## src/rtl/core/pid_controller_modes_core_macros.svh

```systemverilog
// Assertion macros for the PID controller core
`ifndef PID_CONTROLLER_MODES_CORE_MACROS_SVH
`define PID_CONTROLLER_MODES_CORE_MACROS_SVH
`ifndef ASSERT_OFF
`define PCM_ASSERT(lbl, clk, rst_n, prop, msg) \
    lbl: assert property (@(posedge clk) disable iff (!rst_n) prop) else $error(msg);
`define PCM_ASSERT_ALWAYS(lbl, clk, prop, msg) \
    lbl: assert property (@(posedge clk) prop) else $error(msg);
`else
`define PCM_ASSERT(lbl, clk, rst_n, prop, msg)
`define PCM_ASSERT_ALWAYS(lbl, clk, prop, msg)
`endif
`endif

```

## src/rtl/core/pcm_pkg.sv

```systemverilog
// Shared types and constants of the PID controller core
`timescale 1ns / 1ps
package pcm_pkg;

    localparam int SUM_W    = 48;
    localparam int MUL_W    = 30;
    localparam int PROD_W   = 2 * MUL_W;
    localparam int ACC_W    = 64;
    localparam int GAIN_W   = 24;
    localparam int LIM_W    = 32;
    localparam int CFG_DW   = 32;
    localparam int CFG_AW   = 3;
    localparam int SPLIT    = 24;
    localparam int OPND_W   = 54;
    localparam int PROD_LOG = 60;
    localparam int OPND_LOG = 52;
    localparam int RECIP_SH = 30;
    // ceil(2^30 / 5)
    localparam logic [MUL_W-1:0] RECIP_5 = 30'd214748365;

    typedef enum logic [2:0] {
        MODE_POS,
        MODE_INC,
        MODE_SEP,
        MODE_AW,
        MODE_VAR,
        MODE_AWVAR
    } t_mode;

    typedef enum logic [CFG_AW-1:0] {
        REG_MODE,
        REG_GAIN_P,
        REG_GAIN_I,
        REG_GAIN_D,
        REG_UPPER,
        REG_LOWER,
        REG_SCALE
    } t_reg_idx;

    typedef enum logic [1:0] {
        W_ZERO,
        W_ONE,
        W_RAMP
    } t_wsel;

    typedef enum logic [3:0] {
        ST_IDLE,
        ST_ERR,
        ST_LAW,
        ST_DIV,
        ST_DIVW,
        ST_KI,
        ST_KIW,
        ST_LOAD,
        ST_HI,
        ST_LO,
        ST_SUM,
        ST_DONE
    } t_state;

    typedef struct packed {
        t_mode              mode;
        logic [GAIN_W-1:0]  gain_p;
        logic [GAIN_W-1:0]  gain_i;
        logic [GAIN_W-1:0]  gain_d;
        logic [LIM_W-1:0]   upper;
        logic [LIM_W-1:0]   lower;
        logic [GAIN_W-1:0]  scale;
    } t_cfg;

    typedef struct packed {
        logic               acc;
        t_wsel              wsel;
        logic [MUL_W-1:0]   ramp_num;
    } t_law;

endpackage

```

## src/rtl/core/pcm_in_if.sv

```systemverilog
// Setpoint channel: valid, ready and one setpoint per item
`timescale 1ns / 1ps
interface pcm_in_if #(parameter int VALUE_WIDTH = 32);
    logic                          valid;
    logic                          ready;
    logic signed [VALUE_WIDTH-1:0] setpoint;

    modport source (output valid, output setpoint, input ready);
    modport sink (input valid, input setpoint, output ready);
endinterface

```

## src/rtl/core/pcm_out_if.sv

```systemverilog
// Result channel: valid, ready and one output value per item
`timescale 1ns / 1ps
interface pcm_out_if #(parameter int VALUE_WIDTH = 32);
    logic                          valid;
    logic                          ready;
    logic signed [VALUE_WIDTH-1:0] output_value;

    modport source (output valid, output output_value, input ready);
    modport sink (input valid, input output_value, output ready);
endinterface

```

## src/rtl/core/pcm_cfg.sv

```systemverilog
// Configuration register file of the PID controller core
`timescale 1ns / 1ps
module pcm_cfg #(
    parameter int FRAC_BITS = 16
) (
    input  logic                         i_clk,
    input  logic                         i_rst_n,
    input  logic                         i_cfg_we,
    input  logic [pcm_pkg::CFG_AW-1:0]   i_cfg_idx,
    input  logic [pcm_pkg::CFG_DW-1:0]   i_cfg_data,
    output pcm_pkg::t_cfg                o_cfg
);
    import pcm_pkg::*;

    localparam logic [ACC_W-1:0] UPPER_FULL = 64'd400 << FRAC_BITS;
    localparam logic [ACC_W-1:0] LOWER_FULL = ~(64'd200 << FRAC_BITS) + 64'd1;
    localparam logic [ACC_W-1:0] SCALE_FULL = 64'd1 << FRAC_BITS;
    localparam logic [LIM_W-1:0]  UPPER_RST = UPPER_FULL[LIM_W-1:0];
    localparam logic [LIM_W-1:0]  LOWER_RST = LOWER_FULL[LIM_W-1:0];
    localparam logic [GAIN_W-1:0] SCALE_RST = SCALE_FULL[GAIN_W-1:0];

    t_cfg       r_cfg;
    t_cfg       n_cfg;
    logic [2:0] raw_mode;

    assign raw_mode = i_cfg_data[2:0];

    always_comb begin
        n_cfg = r_cfg;
        if (i_cfg_we) begin
            case (i_cfg_idx)
                REG_MODE: begin
                    n_cfg.mode = (raw_mode > MODE_AWVAR) ? MODE_POS : t_mode'(raw_mode);
                end
                REG_GAIN_P: n_cfg.gain_p = i_cfg_data[GAIN_W-1:0];
                REG_GAIN_I: n_cfg.gain_i = i_cfg_data[GAIN_W-1:0];
                REG_GAIN_D: n_cfg.gain_d = i_cfg_data[GAIN_W-1:0];
                REG_UPPER:  n_cfg.upper  = i_cfg_data[LIM_W-1:0];
                REG_LOWER:  n_cfg.lower  = i_cfg_data[LIM_W-1:0];
                REG_SCALE:  n_cfg.scale  = i_cfg_data[GAIN_W-1:0];
                default: ;
            endcase
        end
    end

    always_ff @(posedge i_clk) begin
        if (!i_rst_n) begin
            r_cfg <= '{mode: MODE_POS, gain_p: '0, gain_i: '0, gain_d: '0,
                       upper: UPPER_RST, lower: LOWER_RST, scale: SCALE_RST};
        end else begin
            r_cfg <= n_cfg;
        end
    end

    assign o_cfg = r_cfg;

endmodule

```

## src/rtl/core/pcm_mul.sv

```systemverilog
// Shared signed multiplier with registered product
`timescale 1ns / 1ps
module pcm_mul (
    input  logic                               i_clk,
    input  logic signed [pcm_pkg::MUL_W-1:0]   i_a,
    input  logic signed [pcm_pkg::MUL_W-1:0]   i_b,
    output logic signed [pcm_pkg::PROD_W-1:0]  o_p
);
    import pcm_pkg::*;

    logic signed [PROD_W-1:0] r_p;

    always_ff @(posedge i_clk) begin
        r_p <= i_a * i_b;
    end

    assign o_p = r_p;

endmodule

```

## src/rtl/core/pcm_law.sv

```systemverilog
// Integral weight and accumulate decision for the positional laws
`timescale 1ns / 1ps
module pcm_law #(
    parameter int VALUE_WIDTH = 32,
    parameter int FRAC_BITS   = 16
) (
    input  pcm_pkg::t_cfg                  i_cfg,
    input  logic signed [VALUE_WIDTH-1:0]  i_err,
    input  logic signed [VALUE_WIDTH-1:0]  i_last,
    output pcm_pkg::t_law                  o_law
);
    import pcm_pkg::*;

    localparam int CW = ((VALUE_WIDTH > FRAC_BITS + 9) ? VALUE_WIDTH : FRAC_BITS + 9) + 1;
    localparam logic [CW-1:0] SEP_LIM  = CW'(200) << FRAC_BITS;
    localparam logic [CW-1:0] RAMP_LIM = CW'(180) << FRAC_BITS;

    logic [VALUE_WIDTH-1:0]   abs_err;
    logic [CW-1:0]            abs_cw;
    logic [CW-1:0]            ramp_diff;
    logic signed [ACC_W-1:0]  last_x;
    logic signed [ACC_W-1:0]  up_x;
    logic signed [ACC_W-1:0]  lo_x;
    logic                     sep_on;
    logic                     var_on;
    logic                     aw_on;
    logic                     err_neg;
    logic                     err_pos;

    assign abs_err   = i_err[VALUE_WIDTH-1] ? (~i_err + 1'b1) : i_err;
    assign abs_cw    = CW'(abs_err);
    assign ramp_diff = (SEP_LIM - abs_cw) >> 2;
    assign last_x    = ACC_W'(i_last);
    assign up_x      = ACC_W'($signed(i_cfg.upper));
    assign lo_x      = ACC_W'($signed(i_cfg.lower));
    assign sep_on    = (i_cfg.mode == MODE_SEP) || (i_cfg.mode == MODE_AW) ||
                       (i_cfg.mode == MODE_VAR) || (i_cfg.mode == MODE_AWVAR);
    assign var_on    = (i_cfg.mode == MODE_VAR) || (i_cfg.mode == MODE_AWVAR);
    assign aw_on     = (i_cfg.mode == MODE_AW) || (i_cfg.mode == MODE_AWVAR);
    assign err_neg   = i_err[VALUE_WIDTH-1];
    assign err_pos   = !i_err[VALUE_WIDTH-1] && (i_err != '0);

    always_comb begin
        o_law.acc      = 1'b1;
        o_law.wsel     = W_ONE;
        o_law.ramp_num = MUL_W'(ramp_diff);
        if (sep_on && (abs_cw > SEP_LIM)) begin
            o_law.wsel = W_ZERO;
            o_law.acc  = 1'b0;
        end else if (var_on && (abs_cw >= RAMP_LIM)) begin
            o_law.wsel = W_RAMP;
        end
        if (o_law.acc && aw_on) begin
            if (last_x > up_x) begin
                o_law.acc = err_neg;
            end else if (last_x < lo_x) begin
                o_law.acc = err_pos;
            end
        end
    end

endmodule

```

## src/rtl/core/pid_controller_modes_core.sv

```systemverilog
// PID controller with six control laws, sequenced around one shared multiplier
//
//   channel     dir  handshake          payload
//   i_sp_chan   in   valid / ready      setpoint      (VALUE_WIDTH, signed)
//   o_res_chan  out  valid / ready      output_value  (VALUE_WIDTH, signed)
//   cfg port    in   i_cfg_we           i_cfg_idx, i_cfg_data
//
// One setpoint is taken at a time; ready is high only while idle. The
// positional laws weight the integral gain first, with a divide step on the
// ramp. Each product term takes two passes through the single 30x30 multiplier.
// Synchronous active-low reset clears the sequencer, the output valid flag and
// the controller state; config takes its documented defaults.
// A stalled result waits in the output register while the next item runs.
`timescale 1ns / 1ps
`include "pid_controller_modes_core_macros.svh"
module pid_controller_modes_core #(
    parameter int VALUE_WIDTH = 32,
    parameter int FRAC_BITS   = 16
) (
    input  logic                        i_clk,
    input  logic                        i_rst_n,
    input  logic                        i_cfg_we,
    input  logic [pcm_pkg::CFG_AW-1:0]  i_cfg_idx,
    input  logic [pcm_pkg::CFG_DW-1:0]  i_cfg_data,
    pcm_in_if.sink                      i_sp_chan,
    pcm_out_if.source                   o_res_chan
);
    import pcm_pkg::*;

    localparam int SHIFT_S = SPLIT - FRAC_BITS;
    localparam logic signed [ACC_W-1:0] VMAX = ACC_W'((64'd1 << (VALUE_WIDTH - 1)) - 64'd1);
    localparam logic signed [ACC_W-1:0] VMIN = ~VMAX;
    localparam logic signed [ACC_W-1:0] P_LIM = ACC_W'(64'd1 << PROD_LOG);
    localparam logic signed [ACC_W-1:0] P_NEG = ~P_LIM + ACC_W'(1);
    localparam logic signed [ACC_W-1:0] PH_LIM = ACC_W'(64'd1 << (PROD_LOG - SHIFT_S));
    localparam logic signed [ACC_W-1:0] PH_NEG = ~PH_LIM + ACC_W'(1);
    localparam logic signed [ACC_W-1:0] O_LIM = ACC_W'(64'd1 << OPND_LOG);
    localparam logic signed [ACC_W-1:0] O_NEG = ~O_LIM + ACC_W'(1);
    localparam logic signed [SUM_W:0] SMAX = {2'b00, {(SUM_W - 1){1'b1}}};
    localparam logic signed [SUM_W:0] SMIN = {2'b11, {(SUM_W - 1){1'b0}}};
    localparam logic [MUL_W-1:0] WEIGHT_ONE = MUL_W'(64'd1 << FRAC_BITS);

    function automatic logic signed [VALUE_WIDTH-1:0] sat_v(input logic signed [ACC_W-1:0] v);
        logic signed [ACC_W-1:0] c;
        c = v;
        if (v > VMAX) begin
            c = VMAX;
        end else if (v < VMIN) begin
            c = VMIN;
        end
        return VALUE_WIDTH'(c);
    endfunction

    t_cfg   cfg;
    t_law   law;
    t_state r_state, n_state;

    logic signed [VALUE_WIDTH-1:0] r_sp, n_sp;
    logic signed [VALUE_WIDTH-1:0] r_err, n_err;
    logic signed [VALUE_WIDTH-1:0] r_last, n_last;
    logic signed [VALUE_WIDTH-1:0] r_prev, n_prev;
    logic signed [VALUE_WIDTH-1:0] r_older, n_older;
    logic signed [VALUE_WIDTH-1:0] r_odata, n_odata;
    logic signed [SUM_W-1:0]       r_esum, n_esum;
    logic [MUL_W-1:0]              r_x, n_x;
    logic [MUL_W-1:0]              r_w, n_w;
    logic signed [GAIN_W-1:0]      r_ki, n_ki;
    logic [1:0]                    r_term, n_term;
    logic signed [ACC_W-1:0]       r_acc, n_acc;
    logic signed [MUL_W-1:0]       r_opa, n_opa;
    logic signed [OPND_W-1:0]      r_opb, n_opb;
    logic signed [PROD_W-1:0]      r_ph, n_ph;
    logic                          r_ovalid, n_ovalid;

    logic signed [ACC_W-1:0]  err_raw;
    logic signed [ACC_W-1:0]  e_x;
    logic signed [ACC_W-1:0]  prev_x;
    logic signed [ACC_W-1:0]  older_x;
    logic signed [ACC_W-1:0]  last_x;
    logic signed [ACC_W-1:0]  b_sel;
    logic signed [ACC_W-1:0]  ph_x;
    logic signed [ACC_W-1:0]  pl_x;
    logic signed [ACC_W-1:0]  lin_r;
    logic signed [ACC_W-1:0]  term_r;
    logic signed [ACC_W-1:0]  fin_inc;
    logic signed [MUL_W-1:0]  a_sel;
    logic signed [MUL_W-1:0]  mul_a;
    logic signed [MUL_W-1:0]  mul_b;
    logic signed [PROD_W-1:0] mul_p;
    logic signed [OPND_W-1:0] b_clamp;
    logic signed [SUM_W:0]    esum_raw;
    logic signed [SUM_W-1:0]  esum_sat;
    logic [1:0]               last_term;
    logic                     sp_acc;

    pcm_cfg #(.FRAC_BITS(FRAC_BITS)) u_cfg (
        .i_clk      (i_clk),
        .i_rst_n    (i_rst_n),
        .i_cfg_we   (i_cfg_we),
        .i_cfg_idx  (i_cfg_idx),
        .i_cfg_data (i_cfg_data),
        .o_cfg      (cfg)
    );

    pcm_law #(.VALUE_WIDTH(VALUE_WIDTH), .FRAC_BITS(FRAC_BITS)) u_law (
        .i_cfg  (cfg),
        .i_err  (r_err),
        .i_last (r_last),
        .o_law  (law)
    );

    pcm_mul u_mul (
        .i_clk (i_clk),
        .i_a   (mul_a),
        .i_b   (mul_b),
        .o_p   (mul_p)
    );

    assign i_sp_chan.ready         = (r_state == ST_IDLE);
    assign sp_acc                  = i_sp_chan.valid && i_sp_chan.ready;
    assign o_res_chan.valid        = r_ovalid;
    assign o_res_chan.output_value = r_odata;

    assign e_x      = ACC_W'(r_err);
    assign prev_x   = ACC_W'(r_prev);
    assign older_x  = ACC_W'(r_older);
    assign last_x   = ACC_W'(r_last);
    assign err_raw  = ACC_W'(r_sp) - last_x;
    assign esum_raw = (SUM_W + 1)'(r_esum) + (SUM_W + 1)'(r_err);
    assign esum_sat = (esum_raw > SMAX) ? SUM_W'(SMAX) :
                      (esum_raw < SMIN) ? SUM_W'(SMIN) : SUM_W'(esum_raw);
    assign last_term = (cfg.mode == MODE_INC) ? 2'd2 : 2'd3;

    // operands of the current product term
    always_comb begin
        a_sel = '0;
        b_sel = '0;
        if (cfg.mode == MODE_INC) begin
            case (r_term)
                2'd0: begin
                    a_sel = MUL_W'($signed(cfg.gain_p));
                    b_sel = e_x - older_x;
                end
                2'd1: begin
                    a_sel = MUL_W'($signed(cfg.gain_i));
                    b_sel = e_x;
                end
                default: begin
                    a_sel = MUL_W'($signed(cfg.gain_d));
                    b_sel = e_x - (older_x <<< 1) + prev_x;
                end
            endcase
        end else begin
            case (r_term)
                2'd0: begin
                    a_sel = MUL_W'($signed(cfg.gain_p));
                    b_sel = e_x;
                end
                2'd1: begin
                    a_sel = MUL_W'(r_ki);
                    b_sel = ACC_W'(r_esum);
                end
                2'd2: begin
                    a_sel = MUL_W'($signed(cfg.gain_d));
                    b_sel = e_x - prev_x;
                end
                default: begin
                    a_sel = MUL_W'($signed({1'b0, cfg.scale}));
                    b_sel = r_acc;
                end
            endcase
        end
        if (b_sel > O_LIM) begin
            b_clamp = OPND_W'(O_LIM);
        end else if (b_sel < O_NEG) begin
            b_clamp = OPND_W'(O_NEG);
        end else begin
            b_clamp = OPND_W'(b_sel);
        end
    end

    // recombine the high and low partial products
    always_comb begin
        ph_x  = ACC_W'(r_ph);
        pl_x  = ACC_W'(mul_p) >>> FRAC_BITS;
        lin_r = (ph_x <<< SHIFT_S) + pl_x;
        if (ph_x > PH_LIM) begin
            term_r = P_LIM;
        end else if (ph_x < PH_NEG) begin
            term_r = P_NEG;
        end else if (lin_r > P_LIM) begin
            term_r = P_LIM;
        end else if (lin_r < P_NEG) begin
            term_r = P_NEG;
        end else begin
            term_r = lin_r;
        end
    end

    assign fin_inc = last_x + r_acc + term_r;

    always_comb begin
        n_state  = r_state;
        n_sp     = r_sp;
        n_err    = r_err;
        n_last   = r_last;
        n_prev   = r_prev;
        n_older  = r_older;
        n_odata  = r_odata;
        n_esum   = r_esum;
        n_x      = r_x;
        n_w      = r_w;
        n_ki     = r_ki;
        n_term   = r_term;
        n_acc    = r_acc;
        n_opa    = r_opa;
        n_opb    = r_opb;
        n_ph     = r_ph;
        n_ovalid = r_ovalid;
        mul_a    = '0;
        mul_b    = '0;
        if (r_ovalid && o_res_chan.ready) begin
            n_ovalid = 1'b0;
        end
        case (r_state)
            ST_IDLE: begin
                if (sp_acc) begin
                    n_sp    = i_sp_chan.setpoint;
                    n_state = ST_ERR;
                end
            end
            ST_ERR: begin
                n_err   = sat_v(err_raw);
                n_state = ST_LAW;
            end
            ST_LAW: begin
                n_term = 2'd0;
                n_acc  = '0;
                if (cfg.mode == MODE_INC) begin
                    n_state = ST_LOAD;
                end else begin
                    if (law.acc) begin
                        n_esum = esum_sat;
                    end
                    n_state = ST_KI;
                    case (law.wsel)
                        W_ZERO: n_w = '0;
                        W_RAMP: begin
                            n_x     = law.ramp_num;
                            n_state = ST_DIV;
                        end
                        default: n_w = WEIGHT_ONE;
                    endcase
                end
            end
            ST_DIV: begin
                mul_a   = r_x;
                mul_b   = RECIP_5;
                n_state = ST_DIVW;
            end
            ST_DIVW: begin
                n_w     = MUL_W'(mul_p >>> RECIP_SH);
                n_state = ST_KI;
            end
            ST_KI: begin
                mul_a   = MUL_W'($signed(cfg.gain_i));
                mul_b   = r_w;
                n_state = ST_KIW;
            end
            ST_KIW: begin
                n_ki    = GAIN_W'(mul_p >>> FRAC_BITS);
                n_state = ST_LOAD;
            end
            ST_LOAD: begin
                n_opa   = a_sel;
                n_opb   = b_clamp;
                n_state = ST_HI;
            end
            ST_HI: begin
                mul_a   = r_opa;
                mul_b   = r_opb[OPND_W-1:SPLIT];
                n_state = ST_LO;
            end
            ST_LO: begin
                mul_a   = r_opa;
                mul_b   = MUL_W'({1'b0, r_opb[SPLIT-1:0]});
                n_ph    = mul_p;
                n_state = ST_SUM;
            end
            ST_SUM: begin
                if (r_term == last_term) begin
                    if (cfg.mode == MODE_INC) begin
                        n_last  = sat_v(fin_inc);
                        n_prev  = r_older;
                        n_older = r_err;
                    end else begin
                        n_last = sat_v(term_r);
                        n_prev = r_err;
                    end
                    n_state = ST_DONE;
                end else begin
                    n_acc   = r_acc + term_r;
                    n_term  = r_term + 2'd1;
                    n_state = ST_LOAD;
                end
            end
            ST_DONE: begin
                if (!r_ovalid || o_res_chan.ready) begin
                    n_ovalid = 1'b1;
                    n_odata  = r_last;
                    n_state  = ST_IDLE;
                end
            end
            default: n_state = ST_IDLE;
        endcase
    end

    always_ff @(posedge i_clk) begin
        if (!i_rst_n) begin
            r_state  <= ST_IDLE;
            r_ovalid <= 1'b0;
            r_last   <= '0;
            r_prev   <= '0;
            r_older  <= '0;
            r_esum   <= '0;
        end else begin
            r_state  <= n_state;
            r_ovalid <= n_ovalid;
            r_last   <= n_last;
            r_prev   <= n_prev;
            r_older  <= n_older;
            r_esum   <= n_esum;
        end
    end

    always_ff @(posedge i_clk) begin
        r_sp    <= n_sp;
        r_err   <= n_err;
        r_odata <= n_odata;
        r_x     <= n_x;
        r_w     <= n_w;
        r_ki    <= n_ki;
        r_term  <= n_term;
        r_acc   <= n_acc;
        r_opa   <= n_opa;
        r_opb   <= n_opb;
        r_ph    <= n_ph;
    end

    `PCM_ASSERT(a_busy_after_take, i_clk, i_rst_n, sp_acc |=> !i_sp_chan.ready, "ready right after an item was taken")
    `PCM_ASSERT(a_result_from_done, i_clk, i_rst_n, $rose(r_ovalid) |-> $past(r_state == ST_DONE), "result raised outside the done step")
    `PCM_ASSERT(a_inc_keeps_sum, i_clk, i_rst_n, (r_state == ST_LAW) && (cfg.mode == MODE_INC) |=> $stable(r_esum), "error sum moved in incremental law")
    `PCM_ASSERT(a_sum_after_low, i_clk, i_rst_n, (r_state == ST_SUM) |-> $past(r_state == ST_LO), "partial products combined out of order")
    `PCM_ASSERT_ALWAYS(a_reset_idle, i_clk, !i_rst_n |=> (r_state == ST_IDLE) && !r_ovalid, "sequencer not idle after reset")

endmodule

```

## src/flat_wrapper.sv

```systemverilog
// flat-port wrapper written by rule: the top's interface ports become plain ports
module pid_controller_modes_core_flat import pcm_pkg::*;
#(
    parameter int VALUE_WIDTH = 32,
    parameter int FRAC_BITS   = 16
)
  (i_clk, i_rst_n, i_cfg_we, i_cfg_idx, i_cfg_data, i_sp_chan_valid, i_sp_chan_setpoint, i_sp_chan_ready, o_res_chan_valid, o_res_chan_output_value, o_res_chan_ready);
  pcm_in_if #(.VALUE_WIDTH(VALUE_WIDTH)) i_sp_chan_i ();
  pcm_out_if #(.VALUE_WIDTH(VALUE_WIDTH)) o_res_chan_i ();
  input  logic i_clk;
  input  logic i_rst_n;
  input  logic i_cfg_we;
  input  logic [pcm_pkg::CFG_AW-1:0] i_cfg_idx;
  input  logic [pcm_pkg::CFG_DW-1:0] i_cfg_data;
  input wire logic [$bits(i_sp_chan_i.valid)-1:0] i_sp_chan_valid;
  input wire logic [$bits(i_sp_chan_i.setpoint)-1:0] i_sp_chan_setpoint;
  output wire logic [$bits(i_sp_chan_i.ready)-1:0] i_sp_chan_ready;
  output wire logic [$bits(o_res_chan_i.valid)-1:0] o_res_chan_valid;
  output wire logic [$bits(o_res_chan_i.output_value)-1:0] o_res_chan_output_value;
  input wire logic [$bits(o_res_chan_i.ready)-1:0] o_res_chan_ready;
  assign i_sp_chan_i.valid = i_sp_chan_valid;
  assign i_sp_chan_i.setpoint = i_sp_chan_setpoint;
  assign i_sp_chan_ready = i_sp_chan_i.ready;
  assign o_res_chan_valid = o_res_chan_i.valid;
  assign o_res_chan_output_value = o_res_chan_i.output_value;
  assign o_res_chan_i.ready = o_res_chan_ready;
  pid_controller_modes_core #(.VALUE_WIDTH(VALUE_WIDTH), .FRAC_BITS(FRAC_BITS)) u_core (.i_clk(i_clk), .i_rst_n(i_rst_n), .i_cfg_we(i_cfg_we), .i_cfg_idx(i_cfg_idx), .i_cfg_data(i_cfg_data), .i_sp_chan(i_sp_chan_i), .o_res_chan(o_res_chan_i));
endmodule
```

## config.mk

```make
export PLATFORM = sky130hd
export DESIGN_NAME = pid_controller_modes_core_flat
export DESIGN_NICKNAME = d
export VERILOG_FILES = /design/src/rtl/core/pcm_pkg.sv /design/src/rtl/core/pcm_in_if.sv /design/src/rtl/core/pcm_out_if.sv /design/src/rtl/core/pcm_cfg.sv /design/src/rtl/core/pcm_mul.sv /design/src/rtl/core/pcm_law.sv /design/src/rtl/core/pid_controller_modes_core.sv /design/src/flat_wrapper.sv
export VERILOG_INCLUDE_DIRS = /design/src /design/src/rtl/core
export SDC_FILE = /design/constraint.sdc
export NUM_CORES = 2
export LEC_CHECK = 0
export BUFFER_PORTS_ARGS = -buffer_cell sky130_fd_sc_hd__buf_2
export CORE_MARGIN = 4
export CORE_UTILIZATION = 50
export DETAILED_ROUTE_END_ITERATION = 7
export PLACE_DENSITY = 0.66
export SYNTH_ARGS = -nofsm -noshare
export SYNTH_HDL_FRONTEND = slang
export SYNTH_SLANG_ARGS = --single-unit
export TNS_END_PERCENT = 5
```

## constraint.sdc

```tcl
create_clock -name i_clk -period 15.55 [get_ports i_clk]
set_input_delay 0.7775 -clock i_clk [delete_from_list [all_inputs] [get_ports i_clk]]
set_output_delay 0.7775 -clock i_clk [all_outputs]
set_load 0.02 [all_outputs]
```

==> run summary <==
status: finished clean
FFs w/ async S/R, synth: 0%
critical path arrival: 12.83 ns
Vias: 75600
post-synthesis net count: 11800
GPL Wtd Cong: 1.00
commonest non-fill, non-tap cell in the layout: nand2_1
IO buf count: 105
Main synth FF type: edfxtp_1
Max Slew Vio Count: 0
cell mode on critical path: a211oi_1
TritonCTS Buffers: 84
All-Layer GR Usage: 34.9%
Initial Util: 50.2%
area of the multi-input gates: 61500 µm²
ratio of cells with drive above 1 in the final layout: 5.32%
sw frac: 40.1%
half-perimeter wire length after placement: 251 mm
register area: 19000 µm²
Finished Core Util: 53.6%
Switch Pwr: 2.94 mW
Slowest cell on crit path: nor4b_2
Hold Vio Cnt, Final: 0
worst-case clock skew: 0.0431 ns
depth of the CTS H-tree: 3
# rows: 153
synth warn: 0
Sink Count: 757
Routed Antenna Nets: 0
Slew @ Worst Pin: 1.24 ns
initial antenna violation count: 12
GR Overflow Total: 0
Die H: 426 µm
Avg Inst Size Synth: 8.68 µm²
sequential area share after synthesis: 21.8%
Mapped Area: 87300 µm²
global-route wire length before repair: 476 mm
routing usage on met1: 47.5%
CTS clock-pin slew for the worst setup and hold paths: 0.06 ns
internal power: 4.38 mW
Worst setup EP type: register
worst min path class: in2reg
maximum VDD drop: 0.0879 mV
Clk pwr share: 28.8%
vias in the first global route: 73900
largest net degree at the start of global routing: 131
postcts setup bufs: 0
DRT iter0 DRCs: 8191
area delta synth->final: 6.67%
FILL cells: 16100
clock root cell: clkbuf_16
via density per instance: 6.13
unrepaired setup endpoints after global routing: no
number of enable flip-flop cells after synthesis: 385
GR Util met2: 53.0%
final WL: 319 mm
Post-route DRC: 0
Yosys reg bits: 757
CP required: 16.09 ns
post-cts gate resize count: 0
Crit Path Max Fanout: 39
setup tns final: 0 ns
global route hottest layer: met2
post-synthesis cell count: 10100
max_cap viols: 0
pwr dens: 78.6 nW/µm²
R2R Path Start: u_core.r_ph[18]$_DFFE_PN_
drt wl/cell: 25.9 µm
drt pass-1 iters: 6
clock insertion delay at the later pin of the skew report: 0.72 ns
Yosys cell types: 116
Final setup viols: 0
CTS tree: done
combinational cell fraction of total power: 38.6%
die area: 181000 µm²
Die X: 426 µm
max_slew headroom: 16.0%
Fmax: 81.3 MHz
Max clock buf depth: 3
# IOs: 106
crit path kind: reg2reg
M3 GR Usage: 5.92%
startpoint types: register
max incr delay on CP: 0.83 ns
Pleak: 42.6 nW
min-delay src: i_sp_chan_setpoint[2]
crit share post-route: 79.1%
Flop pwr share: 32.6%
Tmin final: 12.30 ns
# hold bufs at CTS: 0
Worst Setup SP: u_core.r_ph[18]$_DFFE_PN_
core area: 174000 µm²
commonest non-fill, non-tap cells in the layout: nand2_1, inv_1, fa_1, a21oi_1, ha_1
Final #Nets: 11700
==> worst max-delay path: cells and delay by family, from the launching register on <==
kind / cells / cell delay, ns
compound gates: 17 / 5.21
xor+xnor: 1 / 0.25
fa+ha+maj: 5 / 1.94
buf+inv: 5 / 1.19
simple gates: 10 / 3.08
flops: 1 / 0.39
==> power groups by stage <==
stage | Clock [mW] | Combinational (mW) | Sequential [mW]
final | 2.11 | 2.83 | 2.38
after global routing | 2.21 | 3.04 | 2.39
after CTS | 2.13 | 2.75 | 2.38
after detailed placement | 0 | 2.73 | 2.42
after global placement | 0 | 2.72 | 2.42
after floorplan | 0 | 1.89 | 2.35
==> cells in the mapped netlist (22+ instances only) <==
library cell  number  area share, %
buf_2             22           0.13
nand2_1         1592            6.8
a22o_1            33           0.33
edfxtp_1         385             13
or3_1             33           0.24
nor4_1            40           0.29
a22oi_1           59           0.51
and4_1            23           0.23
mux2i_1           28           0.32
fa_1            1060             24
a2111oi_0         24           0.24
dfxtp_1          372            8.5
a31oi_1           62           0.44
nor2b_1           74           0.53
o31ai_1           37           0.32
a211oi_1          85           0.73
nand2b_1         102           0.73
inv_1           1345            5.8
o21a_1            60           0.52
and3_1            89           0.64
nor2_1           595            2.6
nand4_1           98           0.70
clkbuf_1         430            1.8
a21o_1           211            1.8
o211ai_1         107           0.92
o21bai_1          64           0.55
xor2_1           151            1.5
a21oi_1          736            4.2
xnor2_1          247            2.5
ha_1             602            8.6
nand3_1          158           0.91
a222oi_1          29           0.33
o21ai_0          404            2.3
nor3_1           123           0.71
a221oi_1          39           0.39
and2_1           114           0.82
or2_2             26           0.19
==> worst paths after layout <==
check	endpoint	slack, ns	cells after the start
setup / recovery	u_core.r_last[19]$_SDFFE_PN0P_	3.25	38
hold / removal	u_core.r_sp[2]$_DFFE_PP_	0.23	1
setup reg to reg	u_core.r_last[19]$_SDFFE_PN0P_	3.25	38
hold reg to reg	u_core.r_ph[8]$_DFFE_PN_	0.42	0
==> sequential cells by signal (all words and copies together), names as in the netlist <==
name and flops:
u_core.u_cfg.o_cfg 163, u_core.r_acc 64, u_core.r_ph 60, u_core.u_mul.o_p 60, u_core.r_opb 54, u_core.r_esum 48
u_core.o_res_chan.output_value 32, u_core.r_err 32, u_core.r_last 32, u_core.r_older 32, u_core.r_prev 32, u_core.r_sp 32
u_core.r_w 30, u_core.r_x 30, u_core.r_opa 25, u_core.r_ki 24, u_core.r_state 4, u_core.r_term 2
u_core.o_res_chan.valid 1
==> metrics by stage <==
| stage | setup slack [ns] | hold WS, ns | total power [mW] | cells | instance area [µm²] |
|---|---|---|---|---|---|
| floorplan | 4.55 | 0.386 | 4.24 | 10100 | 87300 |
| global placement | 3.49 | 0.386 | 5.14 | 12200 | 90300 |
| detailed placement | 3.38 | 0.389 | 5.15 | 12200 | 90300 |
| CTS | 3.29 | 0.201 | 7.26 | 12300 | 93100 |
| global route | 2.59 | 0.227 | 7.63 | 12300 | 93100 |
| finish | 3.25 | 0.231 | 7.32 | 12300 | 93100 |
==> per-layer routing <==
| metal | part of all wire [%] | vias up |
|---|---|---|
| li1 | - | 33600 |
| met1 | 41 | 37600 |
| met2 | 44 | 3751 |
| met3 | 8.9 | 708 |
| met4 | 6.7 | 8 |
| met5 | 0.014 | - |
==> logic make-up (layout without fill, tap and decap cells) <==
logic type                 count (synthesis)  in the layout  synth area share [%]
buffers and inverters                   1837           1776                  8.03
DFF                                      757            757                  21.8
muxes                                     31             31                 0.360
AOI/OAI and AO/OA                       2208           2208                  16.5
xor gates and xnor gates                 399            399                  4.02
adders and majority gates               1667           1667                  33.0
and+or+nand+nor                         3163           3163                  16.3
other                                      0              7                     0
==> cell type report <==
type / instances / share of cell area [%]
Antenna cell: 7 / 0.0188
Clock buffer: 115 / 2.58
Inverter: 1347 / 5.44
Clock inverter: 43 / 0.500
Tap cell: 2325 / 3.12
Multi-Input combinational cell: 7468 / 66.0
Sequential cell: 757 / 20.4
Timing Repair Buffer: 271 / 1.90
Power figures use the tool's default switching activity.
